File: config.mk
export PLATFORM = sky130hd
export DESIGN_NAME = sdes_block_cipher_modes
export DESIGN_NICKNAME = d
export VERILOG_FILES = /design/src/design/sdes_pkg.sv /design/src/design/sdes_block_cipher_modes.sv
export SDC_FILE = /design/constraint.sdc
export NUM_CORES = 1
export LEC_CHECK = 0
export ABC_AREA = 1
export BUFFER_PORTS_ARGS = -buffer_cell sky130_fd_sc_hd__buf_4
export CORE_ASPECT_RATIO = 1.2
export CORE_MARGIN = 1
export CORE_UTILIZATION = 50
export CTS_CLUSTER_SIZE = 8
export DETAILED_ROUTE_END_ITERATION = 6
export PLACE_DENSITY_LB_ADDON = 0.12
export SLEW_MARGIN = 15
export SYNTH_ARGS = -nofsm -noshare
export SYNTH_HDL_FRONTEND = slang
export SYNTH_SLANG_ARGS = --single-unit
File: constraint.sdc
create_clock -name clk -period 5.7 [get_ports clk]
set_clock_uncertainty 0.2 [all_clocks]
set_input_delay 0.57 -clock clk [delete_from_list [all_inputs] [get_ports clk]]
set_output_delay 0.57 -clock clk [all_outputs]
set_load 0.005 [all_outputs]
File: src/design/sdes_pkg.sv
package sdes_pkg;

	typedef logic [7:0] octet_t;
	typedef logic [3:0] nibble_t;

	typedef enum logic [2:0] {
		MODE_ECB = 3'd0,
		MODE_CBC = 3'd1,
		MODE_CFB = 3'd2,
		MODE_OFB = 3'd3,
		MODE_CTR = 3'd4
	} mode_t;

	typedef enum logic [2:0] {
		REG_MODE   = 3'd0,
		REG_KEY1   = 3'd1,
		REG_KEY2   = 3'd2,
		REG_IV     = 3'd3
	} reg_idx_t;

	// permutation tables, 1-based source positions, msb first
	localparam logic [3:0] TAB_IP     [8] = '{4'd2, 4'd6, 4'd3, 4'd1, 4'd4, 4'd8, 4'd5, 4'd7};
	localparam logic [3:0] TAB_IP_INV [8] = '{4'd4, 4'd1, 4'd3, 4'd5, 4'd7, 4'd2, 4'd8, 4'd6};
	localparam logic [3:0] TAB_EP     [8] = '{4'd4, 4'd1, 4'd2, 4'd3, 4'd2, 4'd3, 4'd4, 4'd1};
	localparam logic [3:0] TAB_P4     [4] = '{4'd2, 4'd4, 4'd3, 4'd1};

	// s-boxes flattened as {row, col}
	localparam logic [1:0] BOX_ZERO [16] = '{
		2'd1, 2'd0, 2'd3, 2'd2,
		2'd3, 2'd2, 2'd1, 2'd0,
		2'd0, 2'd2, 2'd1, 2'd3,
		2'd3, 2'd1, 2'd3, 2'd2};
	localparam logic [1:0] BOX_ONE [16] = '{
		2'd0, 2'd1, 2'd2, 2'd3,
		2'd2, 2'd0, 2'd1, 2'd3,
		2'd3, 2'd0, 2'd1, 2'd0,
		2'd2, 2'd1, 2'd0, 2'd3};

	function automatic octet_t perm8(input octet_t v, input logic [3:0] tab [8]);
		octet_t r;
		logic [2:0] idx;
		for (int i = 0; i < 8; i++) begin
			idx = 3'(tab[i] - 4'd1);
			r[7 - i] = v[3'd7 - idx];
		end
		return r;
	endfunction

	function automatic octet_t expand(input nibble_t v);
		octet_t r;
		logic [1:0] idx;
		for (int i = 0; i < 8; i++) begin
			idx = 2'(TAB_EP[i] - 4'd1);
			r[7 - i] = v[2'd3 - idx];
		end
		return r;
	endfunction

	function automatic nibble_t perm4(input nibble_t v);
		nibble_t r;
		logic [1:0] idx;
		for (int i = 0; i < 4; i++) begin
			idx = 2'(TAB_P4[i] - 4'd1);
			r[3 - i] = v[2'd3 - idx];
		end
		return r;
	endfunction

	// row = outer bits, column = inner bits
	function automatic logic [3:0] box_addr(input nibble_t g);
		return {g[3], g[0], g[2], g[1]};
	endfunction

	function automatic octet_t round_f(input octet_t v, input octet_t key);
		octet_t t;
		nibble_t s;
		t = expand(v[3:0]) ^ key;
		s = {BOX_ZERO[box_addr(t[7:4])], BOX_ONE[box_addr(t[3:0])]};
		return {v[7:4] ^ perm4(s), v[3:0]};
	endfunction

	function automatic octet_t sdes_forward_block(input octet_t v, input octet_t k1,
		input octet_t k2);
		octet_t t;
		t = perm8(v, TAB_IP);
		t = round_f(t, k1);
		t = {t[3:0], t[7:4]};
		t = round_f(t, k2);
		return perm8(t, TAB_IP_INV);
	endfunction

endpackage

File: src/design/sdes_block_cipher_modes.sv
// channel  | direction | payload (lsb up)                          | marks
// ---------+-----------+-------------------------------------------+-------------------------
// s_axis   | in        | tdata: plain_block, counter_block          | tuser: first_block
// m_axis   | out       | tdata: cipher_block                        | -
// cfg      | in        | cfg_index selects register, cfg_data value | write on cfg_we
//
// one byte per cycle sustained while the output accepts; each block moves from the input register
// to the result register, with the two s-des rounds and mode mixing between them; the chain register
// loads at the same edge as the result register, closing its loop through that logic
// arst_n clears valids, config registers and the chain; no clearing pass
// a stalled output holds the result and blocks the input stage only when both are full
module sdes_block_cipher_modes (
	input  logic                 clk,
	input  logic                 arst_n,
	input  logic                 s_axis_tvalid,
	output logic                 s_axis_tready,
	input  logic [15:0]          s_axis_tdata,   // [7:0] plain_block, [15:8] counter_block
	input  logic                 s_axis_tuser,   // [0] first_block
	output logic                 m_axis_tvalid,
	input  logic                 m_axis_tready,
	output logic [7:0]           m_axis_tdata,   // [7:0] cipher_block
	input  logic                 cfg_we,
	input  logic [2:0]           cfg_index,
	input  sdes_pkg::octet_t     cfg_data
);
	import sdes_pkg::*;

	// configuration
	mode_t  mode_q;
	octet_t key1_q;
	octet_t key2_q;
	octet_t iv_q;

	// chaining state
	octet_t chain_q;

	// input stage
	logic   valid_s1;
	octet_t plain_s1;
	octet_t counter_s1;
	logic   first_s1;

	// result stage
	logic   valid_s2;
	octet_t cipher_s2;

	logic   advance;
	octet_t chain_in;
	octet_t enc_src;
	octet_t enc_out;
	octet_t cipher_d;
	octet_t chain_d;

	assign advance       = !valid_s2 || m_axis_tready;
	assign s_axis_tready = !valid_s1 || advance;
	assign m_axis_tvalid = valid_s2;
	assign m_axis_tdata  = cipher_s2;

	always_ff @(posedge clk or negedge arst_n) begin
		if (!arst_n) begin
			mode_q <= MODE_ECB;
			key1_q <= '0;
			key2_q <= '0;
			iv_q   <= '0;
		end else if (cfg_we) begin
			case (cfg_index)
				REG_MODE: mode_q <= mode_t'(cfg_data[2:0]);
				REG_KEY1: key1_q <= cfg_data;
				REG_KEY2: key2_q <= cfg_data;
				REG_IV:   iv_q   <= cfg_data;
				default:  ;
			endcase
		end
	end

	// first block of a message restarts from the iv
	assign chain_in = first_s1 ? iv_q : chain_q;

	always_comb begin
		case (mode_q)
			MODE_CBC:         enc_src = plain_s1 ^ chain_in;
			MODE_CFB,
			MODE_OFB:         enc_src = chain_in;
			MODE_CTR:         enc_src = counter_s1;
			default:          enc_src = plain_s1;
		endcase
	end

	assign enc_out = sdes_forward_block(enc_src, key1_q, key2_q);

	always_comb begin
		cipher_d = enc_out;
		chain_d  = chain_in;
		case (mode_q)
			MODE_CBC: begin
				chain_d = enc_out;
			end
			MODE_CFB: begin
				cipher_d = plain_s1 ^ enc_out;
				chain_d  = cipher_d;
			end
			MODE_OFB: begin
				cipher_d = plain_s1 ^ enc_out;
				chain_d  = enc_out;
			end
			MODE_CTR: begin
				cipher_d = plain_s1 ^ enc_out;
			end
			default: ;  // ecb and unused codes
		endcase
	end

	always_ff @(posedge clk or negedge arst_n) begin
		if (!arst_n) begin
			valid_s1 <= 1'b0;
			valid_s2 <= 1'b0;
			chain_q  <= '0;
		end else begin
			if (s_axis_tready) begin
				valid_s1 <= s_axis_tvalid;
			end
			if (advance) begin
				valid_s2 <= valid_s1;
				if (valid_s1) begin
					chain_q <= chain_d;
				end
			end
		end
	end

	// payload registers, no reset
	always_ff @(posedge clk) begin
		if (s_axis_tready && s_axis_tvalid) begin
			plain_s1   <= s_axis_tdata[7:0];
			counter_s1 <= s_axis_tdata[15:8];
			first_s1   <= s_axis_tuser;
		end
		if (advance && valid_s1) begin
			cipher_s2 <= cipher_d;
		end
	end

endmodule

After elaboration in Yosys (flattened, before gate mapping)
Memory sizes are Yosys's and may differ from the RTL's.
Cells that the tools add are included.
{ "totals": {"rom_bits": 128, "input_bits": 33, "regBits": 62, "mem_count": 4} }
{ "memory_table": {"columns": ["memory", "words", "word_bits", "rd", "rd_ports_with_merged_regs", "wr", "line_no", "rtl"], "rows": [
  ["(no name shown)", 16, 2, 1, 0, 0, "sdes_pkg.sv:78", "s = {BOX_ZERO[box_addr(t[7:4])], BOX_ONE[box_addr(t[3:0])]};"],
  ["(no name shown)", 16, 2, 1, 0, 0, "sdes_pkg.sv:78", null],
  ["(no name shown)", 16, 2, 1, 0, 0, "sdes_pkg.sv:78", null],
  ["(no name shown)", 16, 2, 1, 0, 0, "sdes_pkg.sv:78", null]
]} }
{ "classes": {"n_lt_le_gt_ge": 4, "n_mux": 12, "reduce_logical": 15, "n_eq_ne": 7, "n_bitwise": 10} }
{ "ops": {"columns": ["op", "count"], "rows": [
  ["8-bit XOR", 4],
  ["8-bit one-hot mux with 3 select lines", 1],
  ["5-bit greater-or-equal comparator, second input constant", 4],
  ["4-bit NOT with 5-bit output", 4],
  ["2-bit two-way mux", 8],
  ["8-bit two-way mux", 2],
  ["8-bit one-hot mux with 2 select lines", 1],
  ["3-bit by 2-bit equality test with 1-bit output, second input constant", 4],
  ["2-bit AND reduction", 5],
  ["4-bit XOR", 2],
  ["3-bit by 1-bit equality test with 1-bit output, second input constant", 2],
  ["2-bit OR reduction", 2],
  ["3-bit equality test, second input constant", 1],
  ["3-bit logical NOT", 1],
  ["3-bit OR reduction", 1],
  ["1-bit logical AND", 2],
  ["1-bit logical NOT", 2],
  ["1-bit logical OR", 2]
]} }

Longest topological paths before layout
{ "logic_depth": {"depth_word": 17, "depth_mapped": 28, "depth_no_buf": 27} }

Worst setup path before layout
No wires, ideal clock.
{ "synth_path": {"path_kind": "reg-to-reg", "startpoint": "register first_s1", "endpoint": "register cipher_s2[5] (netlist: m_axis_tdata[5]), data pin", "stages_incl_launch_ff": 21, "setup_time_ns": 0.253, "required_time_ns": 5.247, "arrival_time_ns": 2.875, "path_slack_ns": 2.371, "path_buffers": 0, "period_less_slack_ns": 3.329, "cell_sequence": "edfxtp_1 -> inv_1 -> nand2_1 -> nand2_1 -> inv_1 -> a21oi_2 -> nand2_4 -> nand2_1 -> nand2_2 -> ha_1 -> or2_4 -> nand3_2 -> nand2_4 -> nand2_1 -> nand2_2 -> ha_1 -> or2_4 -> nand3_1 -> nand3_1 -> nand3_1 -> nand2_1"} }
{ "synth_between": {"elab_chain_len": 17, "elab_cells_between_ends": 21, "cone_classes": "mux (9); bitwise (9); memory (3)"} }
{ "synth_rtl": {"columns": ["element", "line_no", "rtl"], "rows": [
  ["start, declared", "sdes_block_cipher_modes.sv:41", "logic first_s1;"],
  ["start signal, assigned", "sdes_block_cipher_modes.sv:136", "first_s1 <= s_axis_tuser;"],
  ["8-bit two-way mux *", "sdes_block_cipher_modes.sv:77", "assign chain_in = first_s1 ? iv_q : chain_q;"],
  ["8-bit XOR", "sdes_block_cipher_modes.sv:81", "MODE_CBC: enc_src = plain_s1 ^ chain_in;"],
  ["8-bit one-hot mux with 3 select lines *", "sdes_block_cipher_modes.sv:80", "case (mode_q)"],
  ["8-bit XOR", "sdes_pkg.sv:77", "t = expand(v[3:0]) ^ key;"],
  ["4-bit NOT with 5-bit output (not written as such)", "sdes_pkg.sv:78", null],
  ["memory read 16 x 2 bit", null, null],
  ["2-bit two-way mux (not written as such) (2 in a row)", "sdes_pkg.sv:78", null],
  ["4-bit XOR", "sdes_pkg.sv:79", "return {v[7:4] ^ perm4(s), v[3:0]};"],
  ["8-bit XOR", "sdes_pkg.sv:77", null],
  ["4-bit NOT with 5-bit output (not written as such)", "sdes_pkg.sv:78", null],
  ["memory read 16 x 2 bit", null, null],
  ["2-bit two-way mux (not written as such) (2 in a row)", "sdes_pkg.sv:78", null],
  ["4-bit XOR *", "sdes_pkg.sv:79", null],
  ["8-bit XOR", "sdes_block_cipher_modes.sv:99, sdes_block_cipher_modes.sv:103, sdes_block_cipher_modes.sv:107", null],
  ["8-bit two-way mux *", null, null],
  ["net cipher_d[5]", "sdes_block_cipher_modes.sv:51", "octet_t cipher_d;"],
  ["end signal, assigned", "sdes_block_cipher_modes.sv:139", "cipher_s2 <= cipher_d;"],
  ["end, declared", "sdes_block_cipher_modes.sv:45", "octet_t cipher_s2;"]
]} }
The timed path passes the listed nets; every way through them passes the cells marked *. The select of a mux whose other input is x is not followed.
A chain may end at the register's enable or synchronous reset.

Final worst setup path
Same ends and word-level chain as after synthesis.

==> impl_metrics.py <==
metrics = {
    "outcome": {
        "status": "finished, final reports clean",
    },
    "layout": {
        "final_area_um2": 4560,
        "layout.nets": 619,
        "area_growth_pct": 14.9,
        "diodes": 0,
        "final_util": 0.595,
        "drive_above_1_share": 0.187,
    },
    "worst_setup_path": {
        "r2r_start": "first_s1$_DFFE_PP_",
        "crit_start": "first_s1$_DFFE_PP_",
        "criticalPathCategory": "reg -> reg",
        "cp_max_fo": 12,
        "start_kind": "flop",
        "cp.required_ns": 5.59,
        "crit_arrival_ns": 3.73,
        "critPathCaptureType": "flop",
    },
    "global_route": {
        "grt-ovfl-total": 0,
        "grt_pass1_vias": 3390,
        "antenna_found_initial": 0,
        "grt_usage": 0.264,
        "grt_start_max_net_pins": 38,
        "grt_pass1_wl_um": 16700,
    },
    "clock_tree": {
        "numCtsBuffers": 9,
        "ctsResizeCount": 0,
        "path_clk_slew_ns": 0.07,
        "cts_max_level": 3,
        "clk_latency_ns": 0.34,
        "cts-root-buf": "clkbuf_8",
        "clockBufferDepth": 2,
        "cts_tree": "yes",
        "clock_sinks": 62,
    },
    "floorplan": {
        "dieArea_um2": 8290,
        "core-area_um2": 7660,
        "start_util": 0.518,
        "die_y_um": 99.6,
        "pin_count": 43,
        "row_count": 35,
        "fp.dieW_um": 83.3,
    },
    "synthesis": {
        "synth_top_area_cell": "dfrtp_1",
        "synth.area.top_cells": "dfrtp_1 (23%), edfxtp_1 (19%), nand2_1 (16%)",
        "syn_inst": 538,
        "ys_types": 29,
        "yosysTopAreaCellShare": 0.233,
        "ys.warnings.count": 0,
        "syn_nets": 573,
        "ys_seq_area_frac": 0.423,
        "syn-cell-area_um2": 3970,
        "syn-mean-instance-area_um2": 7.37,
        "ys_ff_latch": 62,
    },
    "place": {
        "dp_hpwl_um": 8130,
        "port_buffers": 42,
        "dpl_cell_area_um2": 4350,
        "gp_congestion": 0.899,
    },
    "worst_hold_path": {
        "worstHoldPathType": "in -> reg",
        "hold_path.startpoint": "s_axis_tdata[4]",
    },
    "job": {
        "drv_cap": 0,
    },
    "route": {
        "vias": 3656,
        "dr.pass1.iters": 5,
        "wl_um": 10300,
        "wl_per_cell_um": 15.1,
        "first_iter_violations": 183,
        "drc": 0,
        "postRouteAntennaNets": 0,
        "via_per_inst": 5.37,
    },
    "sta": {
        "hold_viol_final": 0,
        "period_needed_ns": 3.85,
        "setup_violations": 0,
        "timing.hold.ws_ns": 0.204,
        "slew_headroom": 0.513,
        "grt_setup_unrepaired": "no",
        "tightest_slew_ns": 0.729,
        "tns_ns": 0,
        "maxSlewViolCount": 0,
        "timing.fmax_ghz": 0.260,
        "period_share": 0.675,
    },
    "power": {
        "p_int_mw": 1.23,
        "p_comb_frac": 0.537,
        "p_seq_frac": 0.293,
        "p_clk_frac": 0.169,
        "cellPowerDensity_nw_per_um2": 504,
        "power.leakage_nw": 2.32,
        "finalPower_mw": 2.29,
        "ir_drop_uv": 319,
        "p_switching_mw": 1.06,
        "swShare": 0.463,
    },
}
==> cells in the final DEF, fill, tap and decap left out <==
cell,count
o21bai_2,1
inv_4,1
nand2_1,170
dfrtp_1,37
nor2_4,2
clkinv_2,1
nand2_2,25
a21oi_1,11
o21ai_0,40
o211ai_1,2
inv_6,2
o221ai_1,4
bufinv_16,1
xor2_1,2
a21oi_2,4
edfxtp_1,25
inv_1,71
or2_4,2
nand3b_1,4
a31oi_1,1
a21oi_4,1
buf_4,42
nand3_2,4
xnor2_1,2
nor2_1,15
clkinv_1,1
clkbuf_8,9
o21ai_1,4
ha_1,2
clkinvlp_4,2
nand2_4,8
dlygate4sd3_1,1
or2_2,5
nand3_1,87
==> registers in the layout (all words and copies together), names as in the netlist <==
signal and cells:
chain_q 8, m_axis_tvalid 1, plain_s1 8, key1_q 8
m_axis_tdata 8, counter_s1 8, iv_q 8, valid_s1 1
first_s1 1, key2_q 8, mode_q 3
==> kinds of logic after synthesis <==
group,share of synthesized area
XOR/XNOR,0.00883
AND/OR/NAND/NOR,0.383
buffers and inverters,0.0801
flip-flops,0.423
AO/OA/AOI/OAI,0.0994
adder cells (fa/ha/maj),0.00631
==> area by class of cell <==
class / instances / area (um2)
flip-flops and latches: 62 / 1680
clock inverters: 7 / 71.3
fillers: 722 / 3110
clock buffers: 9 / 124
multi-input cells: 396 / 1970
repair buffers: 43 / 325
well taps: 92 / 115
inverters: 72 / 273
==> path summary, 6_finish.rpt <==
path,to,slack [ns],cells after the start
worst min-delay path,plain_s1[4]$_DFFE_PP_,0.20,1
worst min register to register,iv_q[4]$_DFFE_PN0P_,0.30,2
min in group asynchronous,chain_q[2]$_DFFE_PN0P_,0.53,2
worst max register to register,m_axis_tdata[5]$_DFFE_PP_,1.85,20
worst max-delay path,m_axis_tdata[5]$_DFFE_PP_,1.85,20
max in group asynchronous,key2_q[4]$_DFFE_PN0P_,4.41,2
==> layer usage <==
metal | vias up | global-route usage | wire length, um
li1 | 1842 | - | -
met1 | 1646 | 0.334 | 4300
met2 | 137 | 0.431 | 5010
met3 | 31 | 0.0448 | 578
met4 | 0 | 0.146 | 407
met5 | - | 0 | 0
==> power by group through the flow <==
stage	clock, mW	sequential, mW	combinational, mW
global placement	0	0.676	1.19
floorplan	0	0.646	0.948
finish	0.388	0.673	1.23
detailed placement	0	0.678	1.22
global route	0.416	0.681	1.39
CTS	0.394	0.670	1.23
==> through the flow <==
step / instances / worst slack (ns)
6_report: 681 / 1.85
5_1_grt: 681 / 1.51
4_1_cts: 681 / 1.85
3_5_place_dp: 664 / 1.90
3_3_place_gp: 664 / 2.01
2_1_floorplan: 538 / 2.37
==> Yosys cell counts <==
master	instances
nand2_1	170
nand3_1	87
inv_1	71
o21ai_0	40
dfrtp_1	37
edfxtp_1	25
nand2_2	25
nor2_1	15
a21oi_1	11
nand2_4	8
clkbuf_1	5
or2_2	5
a21oi_2	4
nand3_2	4
nand3b_1	4
o21ai_1	4
o221ai_1	4
buf_4	2
ha_1	2
nor2_4	2
o211ai_1	2
or2_4	2
xnor2_1	2
xor2_1	2
a21oi_4	1
a31oi_1	1
buf_6	1
inv_4	1
o21bai_2	1
==> critical path: stages, from the launching register on <==
cell,delay [ns]
edfxtp_1,0.53
inv_1,0.27
nand2_1,0.08
nand2_1,0.11
inv_1,0.06
a21oi_2,0.26
nand2_4,0.11
nand2_1,0.09
nand2_2,0.06
ha_1,0.29
or2_4,0.26
nand3_2,0.13
nand2_4,0.08
nand2_1,0.07
nand2_2,0.06
ha_1,0.28
or2_4,0.26
nand3_1,0.12
nand3_1,0.11
nand3_1,0.08
nand2_1,0.06
==> timing repair <==
action / 4_1_cts / 5_1_grt
hold buffers: 1 / 0
buffers inserted: 0 / 0
endpoints found under the hold margin: 2 / 0
No activity file was read; power rests on OpenSTA's default activity.
